### src/sv/lms_pkg.sv
// shared constants, command and status types of the linear move splitter
package lms_pkg;

    localparam int AXES      = 4;   // axes that take part in a move
    localparam int NAX       = 4;   // axis fields on the ports
    localparam int POS_W     = 20;
    localparam int RATE_W    = 24;
    localparam int SPLIT_W   = 20;
    localparam int CNT_W     = 7;   // segment count, 1 to MAX_SEG
    localparam int J_W       = 6;   // point index, count-1 down to 0
    localparam int ACC_W     = 26;  // MAX_SEG * split distance
    localparam int REM_W     = 7;
    localparam int DIV_STEPS = 20;
    localparam int DSTEP_W   = 5;
    localparam int AX_W      = 2;
    localparam int TDATA_W   = NAX * POS_W + RATE_W;

    localparam logic [CNT_W-1:0]   MAX_SEG     = 7'd64;
    localparam logic [SPLIT_W-1:0] SPLIT_RESET = 20'd10000;
    localparam logic [AX_W-1:0]    AX_LAST     = AX_W'(AXES - 1);

    // action codes carried in s_tuser
    localparam logic ACT_MOVE = 1'b0;
    localparam logic ACT_LOAD = 1'b1;

    typedef logic [POS_W-1:0] pos_t;

    typedef struct packed {
        logic            capture;    // take a move transaction
        logic            load_pos;   // take a load transaction
        logic            max_step;   // fold one axis into the max distance
        logic            cnt_init;
        logic            cnt_step;
        logic            div_start;
        logic            div_store;
        logic            step;       // advance per-axis quotients one point
        logic            emit_mid;
        logic            emit_last;
        logic [AX_W-1:0] axis;
    } lms_cmd_t;

    typedef struct packed {
        logic cnt_done;
        logic div_done;
        logic j_zero;
        logic out_free;
    } lms_stat_t;

endpackage

### src/sv/lms_div.sv
// shared restoring divider, one quotient bit per cycle
module lms_div import lms_pkg::*; (
    input  logic               aclk,
    input  logic               aresetn,
    input  logic               start,
    input  logic [POS_W-1:0]   dividend,
    input  logic [CNT_W-1:0]   divisor,
    output logic               done,
    output logic [POS_W-1:0]   quot,
    output logic [REM_W-1:0]   rem
);

    logic [POS_W-1:0]   dq_reg;
    logic [REM_W-1:0]   rem_reg;
    logic [CNT_W-1:0]   div_reg;
    logic [DSTEP_W-1:0] step_reg;
    logic               run_reg;
    logic               done_reg;
    logic [REM_W-1:0]   shifted;
    logic               qbit;
    logic [REM_W-1:0]   rem_new;

    always_comb begin
        shifted = {rem_reg[REM_W-2:0], dq_reg[POS_W-1]};
        qbit    = (shifted >= div_reg);
        rem_new = qbit ? shifted - div_reg : shifted;
    end

    always_ff @(posedge aclk) begin
        if (!aresetn) begin
            run_reg  <= 1'b0;
            done_reg <= 1'b0;
            step_reg <= '0;
        end else begin
            done_reg <= 1'b0;
            if (start) begin
                run_reg  <= 1'b1;
                step_reg <= '0;
            end else if (run_reg) begin
                step_reg <= step_reg + 1'b1;
                if (step_reg == DSTEP_W'(DIV_STEPS - 1)) begin
                    run_reg  <= 1'b0;
                    done_reg <= 1'b1;
                end
            end
        end
    end

    always_ff @(posedge aclk) begin
        if (start) begin
            dq_reg  <= dividend;
            rem_reg <= '0;
            div_reg <= divisor;
        end else if (run_reg) begin
            dq_reg  <= {dq_reg[POS_W-2:0], qbit};
            rem_reg <= rem_new;
        end
    end

    assign done = done_reg;
    assign quot = dq_reg;
    assign rem  = rem_reg;

`ifndef SYNTH
    a_rem_below_divisor: assert property (@(posedge aclk) disable iff (!aresetn)
        done_reg |-> (rem_reg < div_reg))
        else $error("divider remainder not below divisor");
`endif

endmodule

### src/sv/lms_datapath.sv
// position, distance, segment count and point datapath with output register
module lms_datapath import lms_pkg::*; (
    input  logic               aclk,
    input  logic               aresetn,
    input  lms_cmd_t           cmd,
    output lms_stat_t          stat,
    input  logic [TDATA_W-1:0] s_tdata,
    input  logic               cfg_valid,
    input  logic [SPLIT_W-1:0] cfg_data,
    output logic               m_tvalid,
    input  logic               m_tready,
    output logic [TDATA_W-1:0] m_tdata,
    output logic               m_tlast
);

    pos_t               tgt_in  [NAX];
    logic [POS_W:0]     delta   [NAX];
    pos_t               mag_in  [NAX];

    pos_t               tgt_reg [NAX];
    pos_t               cur_reg [NAX];
    pos_t               mag_reg [NAX];
    logic               neg_reg [NAX];
    pos_t               qs_reg  [NAX];
    logic [REM_W-1:0]   rs2_reg [NAX];
    pos_t               q_reg   [NAX];
    logic [REM_W-1:0]   r_reg   [NAX];
    logic [RATE_W-1:0]  rate_reg;
    pos_t               max_reg;
    logic [ACC_W-1:0]   acc_reg;
    logic [CNT_W-1:0]   count_reg;
    logic [J_W-1:0]     j_reg;
    logic [SPLIT_W-1:0] split_reg;

    pos_t               out_pt_reg [NAX];
    logic [RATE_W-1:0]  out_rate_reg;
    logic               out_last_reg;
    logic               out_valid_reg;

    logic [REM_W:0]     rtmp   [NAX];
    logic [REM_W:0]     two_n;
    pos_t               pt_mid [NAX];
    logic [POS_W:0]     pt_sum [NAX];
    logic               div_done;
    pos_t               div_quot;
    logic [REM_W-1:0]   div_rem;

    always_comb begin
        for (int i = 0; i < NAX; i++) begin
            tgt_in[i] = s_tdata[i*POS_W +: POS_W];
            delta[i]  = {tgt_in[i][POS_W-1], tgt_in[i]} - {cur_reg[i][POS_W-1], cur_reg[i]};
            if (i < AXES) begin
                mag_in[i] = delta[i][POS_W] ? POS_W'(-delta[i]) : delta[i][POS_W-1:0];
            end else begin
                mag_in[i] = '0;
            end
        end
    end

    // next-point quotient and remainder, and the point value per axis
    always_comb begin
        two_n = {count_reg, 1'b0};
        for (int i = 0; i < NAX; i++) begin
            rtmp[i] = {1'b0, r_reg[i]} - {1'b0, rs2_reg[i]};
            if (neg_reg[i]) begin
                pt_sum[i] = {1'b0, tgt_reg[i]} + {1'b0, q_reg[i]};
            end else begin
                pt_sum[i] = {1'b0, tgt_reg[i]} - {1'b0, q_reg[i]};
            end
            pt_mid[i] = (i < AXES) ? pt_sum[i][POS_W-1:0] : '0;
        end
    end

    lms_div u_div (
        .aclk     (aclk),
        .aresetn  (aresetn),
        .start    (cmd.div_start),
        .dividend (mag_reg[cmd.axis]),
        .divisor  (count_reg),
        .done     (div_done),
        .quot     (div_quot),
        .rem      (div_rem)
    );

    always_ff @(posedge aclk) begin
        if (!aresetn) begin
            split_reg <= SPLIT_RESET;
            for (int i = 0; i < NAX; i++) begin
                cur_reg[i] <= '0;
            end
            count_reg     <= 7'd1;
            out_valid_reg <= 1'b0;
        end else begin
            if (cfg_valid) begin
                split_reg <= cfg_data;
            end
            if (cmd.load_pos) begin
                for (int i = 0; i < AXES; i++) begin
                    cur_reg[i] <= tgt_in[i];
                end
            end
            if (cmd.emit_last) begin
                for (int i = 0; i < AXES; i++) begin
                    cur_reg[i] <= tgt_reg[i];
                end
            end
            if (cmd.cnt_init) begin
                count_reg <= 7'd1;
            end else if (cmd.cnt_step) begin
                count_reg <= count_reg + 1'b1;
            end
            if (cmd.emit_mid || cmd.emit_last) begin
                out_valid_reg <= 1'b1;
            end else if (m_tready) begin
                out_valid_reg <= 1'b0;
            end
        end
    end

    always_ff @(posedge aclk) begin
        if (cmd.capture) begin
            rate_reg <= s_tdata[NAX*POS_W +: RATE_W];
            max_reg  <= '0;
            for (int i = 0; i < NAX; i++) begin
                tgt_reg[i] <= tgt_in[i];
                mag_reg[i] <= mag_in[i];
                neg_reg[i] <= delta[i][POS_W];
            end
        end
        if (cmd.max_step && (mag_reg[cmd.axis] > max_reg)) begin
            max_reg <= mag_reg[cmd.axis];
        end
        if (cmd.cnt_init) begin
            acc_reg <= ACC_W'(split_reg);
        end else if (cmd.cnt_step) begin
            acc_reg <= acc_reg + ACC_W'(split_reg);
        end
        if (cmd.div_store) begin
            qs_reg[cmd.axis]  <= div_quot;
            rs2_reg[cmd.axis] <= {div_rem[REM_W-2:0], 1'b0};
            q_reg[cmd.axis]   <= mag_reg[cmd.axis];
            r_reg[cmd.axis]   <= count_reg;
            j_reg             <= J_W'(count_reg - 1'b1);
        end
        if (cmd.step) begin
            for (int i = 0; i < NAX; i++) begin
                if (rtmp[i][REM_W]) begin
                    r_reg[i] <= REM_W'(rtmp[i] + two_n);
                    q_reg[i] <= q_reg[i] - qs_reg[i] - 1'b1;
                end else begin
                    r_reg[i] <= rtmp[i][REM_W-1:0];
                    q_reg[i] <= q_reg[i] - qs_reg[i];
                end
            end
        end
        if (cmd.emit_mid) begin
            j_reg <= j_reg - 1'b1;
            for (int i = 0; i < NAX; i++) begin
                out_pt_reg[i] <= pt_mid[i];
            end
            out_rate_reg <= rate_reg;
            out_last_reg <= 1'b0;
        end
        if (cmd.emit_last) begin
            for (int i = 0; i < NAX; i++) begin
                out_pt_reg[i] <= (i < AXES) ? tgt_reg[i] : '0;
            end
            out_rate_reg <= rate_reg;
            out_last_reg <= 1'b1;
        end
    end

    always_comb begin
        stat.cnt_done = (acc_reg >= ACC_W'(max_reg)) || (count_reg == MAX_SEG);
        stat.div_done = div_done;
        stat.j_zero   = (j_reg == '0);
        stat.out_free = !out_valid_reg || m_tready;
        for (int i = 0; i < NAX; i++) begin
            m_tdata[i*POS_W +: POS_W] = out_pt_reg[i];
        end
        m_tdata[NAX*POS_W +: RATE_W] = out_rate_reg;
    end

    assign m_tvalid = out_valid_reg;
    assign m_tlast  = out_last_reg;

`ifndef SYNTH
    a_count_range: assert property (@(posedge aclk) disable iff (!aresetn)
        (count_reg != '0) && (count_reg <= MAX_SEG))
        else $error("segment count out of range");
    a_emit_free: assert property (@(posedge aclk) disable iff (!aresetn)
        (cmd.emit_mid || cmd.emit_last) |-> stat.out_free)
        else $error("output register overwritten while held");
    a_last_shown: assert property (@(posedge aclk) disable iff (!aresetn)
        cmd.emit_last |=> (m_tvalid && m_tlast))
        else $error("final point not presented");
`endif

endmodule

### src/sv/lms_ctrl.sv
// sequencing state machine of the linear move splitter
module lms_ctrl import lms_pkg::*; (
    input  logic      aclk,
    input  logic      aresetn,
    input  logic      s_tvalid,
    input  logic      s_action,
    output logic      s_tready,
    input  lms_stat_t stat,
    output lms_cmd_t  cmd
);

    localparam logic [2:0] S_IDLE    = 3'd0;
    localparam logic [2:0] S_MAX     = 3'd1;
    localparam logic [2:0] S_CNT     = 3'd2;
    localparam logic [2:0] S_DIVGO   = 3'd3;
    localparam logic [2:0] S_DIVWAIT = 3'd4;
    localparam logic [2:0] S_STEP    = 3'd5;
    localparam logic [2:0] S_EMIT    = 3'd6;
    localparam logic [2:0] S_LAST    = 3'd7;

    logic [2:0]      state_reg, state_next;
    logic [AX_W-1:0] axis_reg, axis_next;

    always_comb begin
        state_next = state_reg;
        axis_next  = axis_reg;
        cmd        = '0;
        cmd.axis   = axis_reg;
        s_tready   = 1'b0;
        case (state_reg)
            S_IDLE: begin
                s_tready = 1'b1;
                if (s_tvalid) begin
                    if (s_action == ACT_LOAD) begin
                        cmd.load_pos = 1'b1;
                    end else begin
                        cmd.capture = 1'b1;
                        axis_next   = '0;
                        state_next  = S_MAX;
                    end
                end
            end
            S_MAX: begin
                cmd.max_step = 1'b1;
                if (axis_reg == AX_LAST) begin
                    cmd.cnt_init = 1'b1;
                    state_next   = S_CNT;
                end else begin
                    axis_next = axis_reg + 1'b1;
                end
            end
            S_CNT: begin
                if (stat.cnt_done) begin
                    axis_next  = '0;
                    state_next = S_DIVGO;
                end else begin
                    cmd.cnt_step = 1'b1;
                end
            end
            S_DIVGO: begin
                cmd.div_start = 1'b1;
                state_next    = S_DIVWAIT;
            end
            S_DIVWAIT: begin
                if (stat.div_done) begin
                    cmd.div_store = 1'b1;
                    if (axis_reg == AX_LAST) begin
                        state_next = S_STEP;
                    end else begin
                        axis_next  = axis_reg + 1'b1;
                        state_next = S_DIVGO;
                    end
                end
            end
            S_STEP: begin
                if (stat.j_zero) begin
                    state_next = S_LAST;
                end else begin
                    cmd.step   = 1'b1;
                    state_next = S_EMIT;
                end
            end
            S_EMIT: begin
                if (stat.out_free) begin
                    cmd.emit_mid = 1'b1;
                    state_next   = S_STEP;
                end
            end
            S_LAST: begin
                if (stat.out_free) begin
                    cmd.emit_last = 1'b1;
                    state_next    = S_IDLE;
                end
            end
            default: begin
                state_next = S_IDLE;
            end
        endcase
    end

    always_ff @(posedge aclk) begin
        if (!aresetn) begin
            state_reg <= S_IDLE;
            axis_reg  <= '0;
        end else begin
            state_reg <= state_next;
            axis_reg  <= axis_next;
        end
    end

`ifndef SYNTH
    a_step_then_emit: assert property (@(posedge aclk) disable iff (!aresetn)
        cmd.step |=> (state_reg == S_EMIT))
        else $error("quotient step not followed by emit");
`endif

endmodule

### src/sv/linear_move_splitter_unit.sv
// top level of the linear move splitter
//
// splits an absolute four-axis move into segments no longer than the
// configured split distance on any axis unless the cap of 64 segments per
// move is reached, and keeps the current position. a move transaction on
// the s_ side yields count points on the m_ side, the last one equal to the
// target and marked by m_tlast; a load transaction (s_tuser set) only sets
// the position and yields nothing. one transaction is worked at a time: a
// move passes the adder that searches the segment count one step per cycle,
// the shared divider that makes one quotient bit per cycle for each axis,
// and per emitted point a quotient step and an emit that waits while the
// output register is held. the next transaction is taken while the final
// point still waits in the output register. split_distance must be written
// on the cfg_ port (always ready) while idle; the block does not enforce it.
module linear_move_splitter_unit import lms_pkg::*; (
    input  logic               aclk,
    input  logic               aresetn,
    // input transactions
    input  logic               s_tvalid,
    output logic               s_tready,
    input  logic [TDATA_W-1:0] s_tdata,   // target_a, target_b, target_c, target_d, feed_rate
    input  logic [0:0]         s_tuser,   // action
    // result transactions
    output logic               m_tvalid,
    input  logic               m_tready,
    output logic [TDATA_W-1:0] m_tdata,   // point_a, point_b, point_c, point_d, segment_rate
    output logic               m_tlast,   // last_segment
    // split distance register write
    input  logic               cfg_valid,
    output logic               cfg_ready,
    input  logic [SPLIT_W-1:0] cfg_data
);

    lms_cmd_t  cmd;
    lms_stat_t stat;

    // register writes are never held off
    assign cfg_ready = 1'b1;

    lms_ctrl u_ctrl (
        .aclk     (aclk),
        .aresetn  (aresetn),
        .s_tvalid (s_tvalid),
        .s_action (s_tuser[0]),
        .s_tready (s_tready),
        .stat     (stat),
        .cmd      (cmd)
    );

    lms_datapath u_dp (
        .aclk      (aclk),
        .aresetn   (aresetn),
        .cmd       (cmd),
        .stat      (stat),
        .s_tdata   (s_tdata),
        .cfg_valid (cfg_valid),
        .cfg_data  (cfg_data),
        .m_tvalid  (m_tvalid),
        .m_tready  (m_tready),
        .m_tdata   (m_tdata),
        .m_tlast   (m_tlast)
    );

endmodule
### config.mk
export PLATFORM = sky130hd
export DESIGN_NAME = linear_move_splitter_unit
export DESIGN_NICKNAME = d
export VERILOG_FILES = /design/src/sv/lms_pkg.sv /design/src/sv/lms_div.sv /design/src/sv/lms_datapath.sv /design/src/sv/lms_ctrl.sv /design/src/sv/linear_move_splitter_unit.sv
export SDC_FILE = /design/constraint.sdc
export NUM_CORES = 2
export LEC_CHECK = 0
export BUFFER_PORTS_ARGS = -buffer_cell sky130_fd_sc_hd__clkbuf_2
export CAP_MARGIN = 20
export CORE_UTILIZATION = 57
export CTS_CLUSTER_DIAMETER = 60
export DETAILED_ROUTE_END_ITERATION = 10
export MAX_ROUTING_LAYER = met4
export PLACE_DENSITY = 0.85
export RECOVER_POWER = 25
export SETUP_SLACK_MARGIN = 0.05
export SKIP_CTS_REPAIR_TIMING = 1
export SYNTH_ARGS = -nofsm -noshare
export SYNTH_HDL_FRONTEND = slang
export SYNTH_SLANG_ARGS = --single-unit
### constraint.sdc
create_clock -name aclk -period 9.01 [get_ports aclk]
set_input_delay 0.901 -clock aclk [delete_from_list [all_inputs] [get_ports aclk]]
set_output_delay 0.901 -clock aclk [all_outputs]
set_load 0.1 [all_outputs]
==> key figures <==
Clock network
  • Maximum buffer depth of the clock tree: 3
  • H-tree levels: 3
  • Worst-path clk slew: 60 ps
  • Clock root buffer: clkbuf_16
  • Num Clock Sinks: 708
  • CTS tree: built
  • TritonCTS Buffers: 79
  • Worst-skew pair later-pin latency: 670 ps

Placement
  • RePlAce Congestion: 1.00
  • Post-place setup slack: 3920 ps
  • HPWL Detailed: 91400 µm
  • # port buffers: 236

Floorplanning
  • Ports: 238
  • Die height: 284 µm
  • Die area: 80700 µm²
  • Row count: 103
  • Initial core utilization: 57.5%
  • Die Width: 284 µm
  • Core ar.: 78900 µm²

Timing
  • Final Critical Period: 6080 ps
  • RSZ-0062 raised after global routing: no
  • Post-route setup slack: 2930 ps
  • Layout Skew: 38.2 ps
  • Period utilisation layout: 67.4%
  • Hold WS: 411 ps
  • Max frequency: 165 MHz
  • Slew Viols, Final: 140
  • Max transition margin: -130%
  • # setup viols final: 0
  • TNS Setup: 0 ps
  • Final Hold Fails: 0
  • Actual slew at the worst max-slew pin: 3450 ps

Synthesis
  • Dominant synthesized flop cell: edfxtp_1
  • Post-synthesis compound-gate area fraction: 15.4%
  • Cell variety after synth: 92
  • Avg Inst Size Synth: 10.2 µm²
  • Synth Area in Simple Gates: 12.6%
  • Yosys warnings: 0
  • Post-synthesis adder-cell area fraction: 10.9%
  • Async S/R FF share, synth: 0%
  • Post-Syn Area: 45400 µm²
  • Post-synth EDFFs: 653
  • Register bit total from synthesis: 708
  • Multiplexer share of the synthesized area: 2.19%
  • Post-Synth XOR/XNOR Area: 9.07%
  • Sequential area share after synthesis: 45.6%
  • Syn Nets: 4978
  • Largest family of logic cells by synthesized area: compound AO/OA/AOI/OAI gates
  • Synth Instances: 4467

Status
  • Status: finished with violations
  • Failing checks: max-capacitance violations, max-slew violations

Cells and area
  • Layout cells sized above 1: 7.13%
  • Commonest non-fill, non-tap cell in the layout: edfxtp_1
  • Multi-input logic area: 22800 µm²
  • Most frequent cells in the layout: edfxtp_1 (653), a21oi_1 (398), inv_1 (381)
  • Nets: 5200
  • Utilization after layout: 63.7%
  • Area Overhead vs Synth: 10.7%
  • Fillcell total: 6102
  • Reg area: 20700 µm²

Detailed routing
  • Met2 WL: 57700 µm
  • Vias: 36383
  • Post-DRT Antenna Nets: 0
  • Routed WL per cell: 22.0 µm
  • DR iter-0 viols: 4022
  • Number of detailed-route iterations in the first pass: 6
  • Metal3 WL: 13700 µm
  • Via-per-instance ratio: 6.26
  • Final wirelength: 128000 µm
  • DR top layer: met4
  • M1 WL: 48200 µm
  • DRC Markers: 0

Setup path
  • Critical Path RT: 9290 ps
  • Crit Path Category: reg2reg
  • R2R Setup Slk: 2930 ps
  • Nature of the critical path startpoint: register
  • Crit path capture type: register
  • Critical Path Fanout Max: 63
  • Critical Path AT: 6350 ps

GRT
  • Initial antenna violation count: 7
  • First-pass GRT wire length: 196000 µm
  • GRT Total Usage: 32.1%
  • Grt ovf: 0
  • Largest net degree at the start of global routing: 150
  • Vias in the first global route: 35388

Pwr
  • Maximum vdd drop: 0.159 mV
  • Lkg Pwr: 0.0198 µW
  • Power Dens Cells: 230 nW/µm²

Job
  • Max Cap Violations: 3

Min path
  • Hold crit path type: in2reg
synthesized netlist by cell type, types with 105 or more instances:
| cell type | count | area share, % |
|---|---|---|
| edfxtp_1 | 653 | 43 |
| a21oi_1 | 398 | 4.4 |
| inv_1 | 380 | 3.1 |
| nand2_1 | 378 | 3.1 |
| ha_1 | 359 | 9.9 |
| nor2_1 | 359 | 3.0 |
| xnor2_1 | 283 | 5.5 |
| o21ai_0 | 217 | 2.4 |
| xor2_1 | 185 | 3.6 |
| clkbuf_1 | 110 | 0.91 |
| nor3_1 | 110 | 1.2 |
| a21o_1 | 105 | 1.7 |
worst max-delay path: stages, from the launching register on:
cell and delay [ps]:
dfxtp_1 630, nand2_1 250, nor2b_4 150, clkbuf_1 2290
and2_4 780, buf_4 640, or3_1 840
through the flow:
stage                     cell area (µm²)  total power [µW]  instances
final                               50200             11500       5811
after global routing                50200             12000       5810
after CTS                           50400             11400       5803
after detailed placement            47700              8060       5657
after global placement              47700              7940       5656
after floorplan                     45400              6950       4467
path summary, 6_finish.rpt:
kind | start | end | cells past startpoint
worst max-delay path | u_ctrl.state_reg[2]$_SDFFE_PN0P_ | u_dp.cur_reg[1][17]$_SDFFCE_PP0P_ | 6
worst min-delay path | s_tdata[90] | u_dp.rate_reg[10]$_DFFE_PP_ | 1
worst max register to register | u_ctrl.state_reg[2]$_SDFFE_PN0P_ | u_dp.cur_reg[1][17]$_SDFFCE_PP0P_ | 6
worst min register to register | u_dp.rate_reg[17]$_DFFE_PP_ | u_dp.out_rate_reg[17]$_DFFE_PP_ | 0
power by group:
part           leakage, µW  total (µW)  switching [µW]  internal (µW)
combinational       0.0119        3650            2300           1340
clock              0.00131        3380            1450           1930
sequential         0.00654        4520             309           4210
total               0.0198       11500            4060           7480
cell type report:
type | count | share of cell area [%]
Tap cell | 1050 | 2.62
Antenna cell | 7 | 0.0349
Timing Repair Buffer | 264 | 2.47
Inverter | 382 | 2.85
Clock inverter | 54 | 1.23
Sequential cell | 708 | 41.2
Clock buffer | 92 | 4.11
Multi-Input combinational cell | 3254 | 45.5
logic make-up (layout without fill, tap and decap cells):
group           after synthesis  count (layout)
flops                       708             708
other cells                   1               8
simple gates               1217            1217
mux                          73              73
compound gates             1113            1113
buf+inv                     505             792
xor+xnor                    469             469
fa+ha+maj                   381             381
metal layers:
| layer | up-vias | track usage [%] |
|---|---|---|
| met2 | 2005 | 49.6 |
| met4 | 0 | 18.3 |
| li1 | 16650 | - |
| met5 | - | - |
| met1 | 17249 | 39.8 |
| met3 | 479 | 5.69 |
Power figures use the tool's default switching activity.
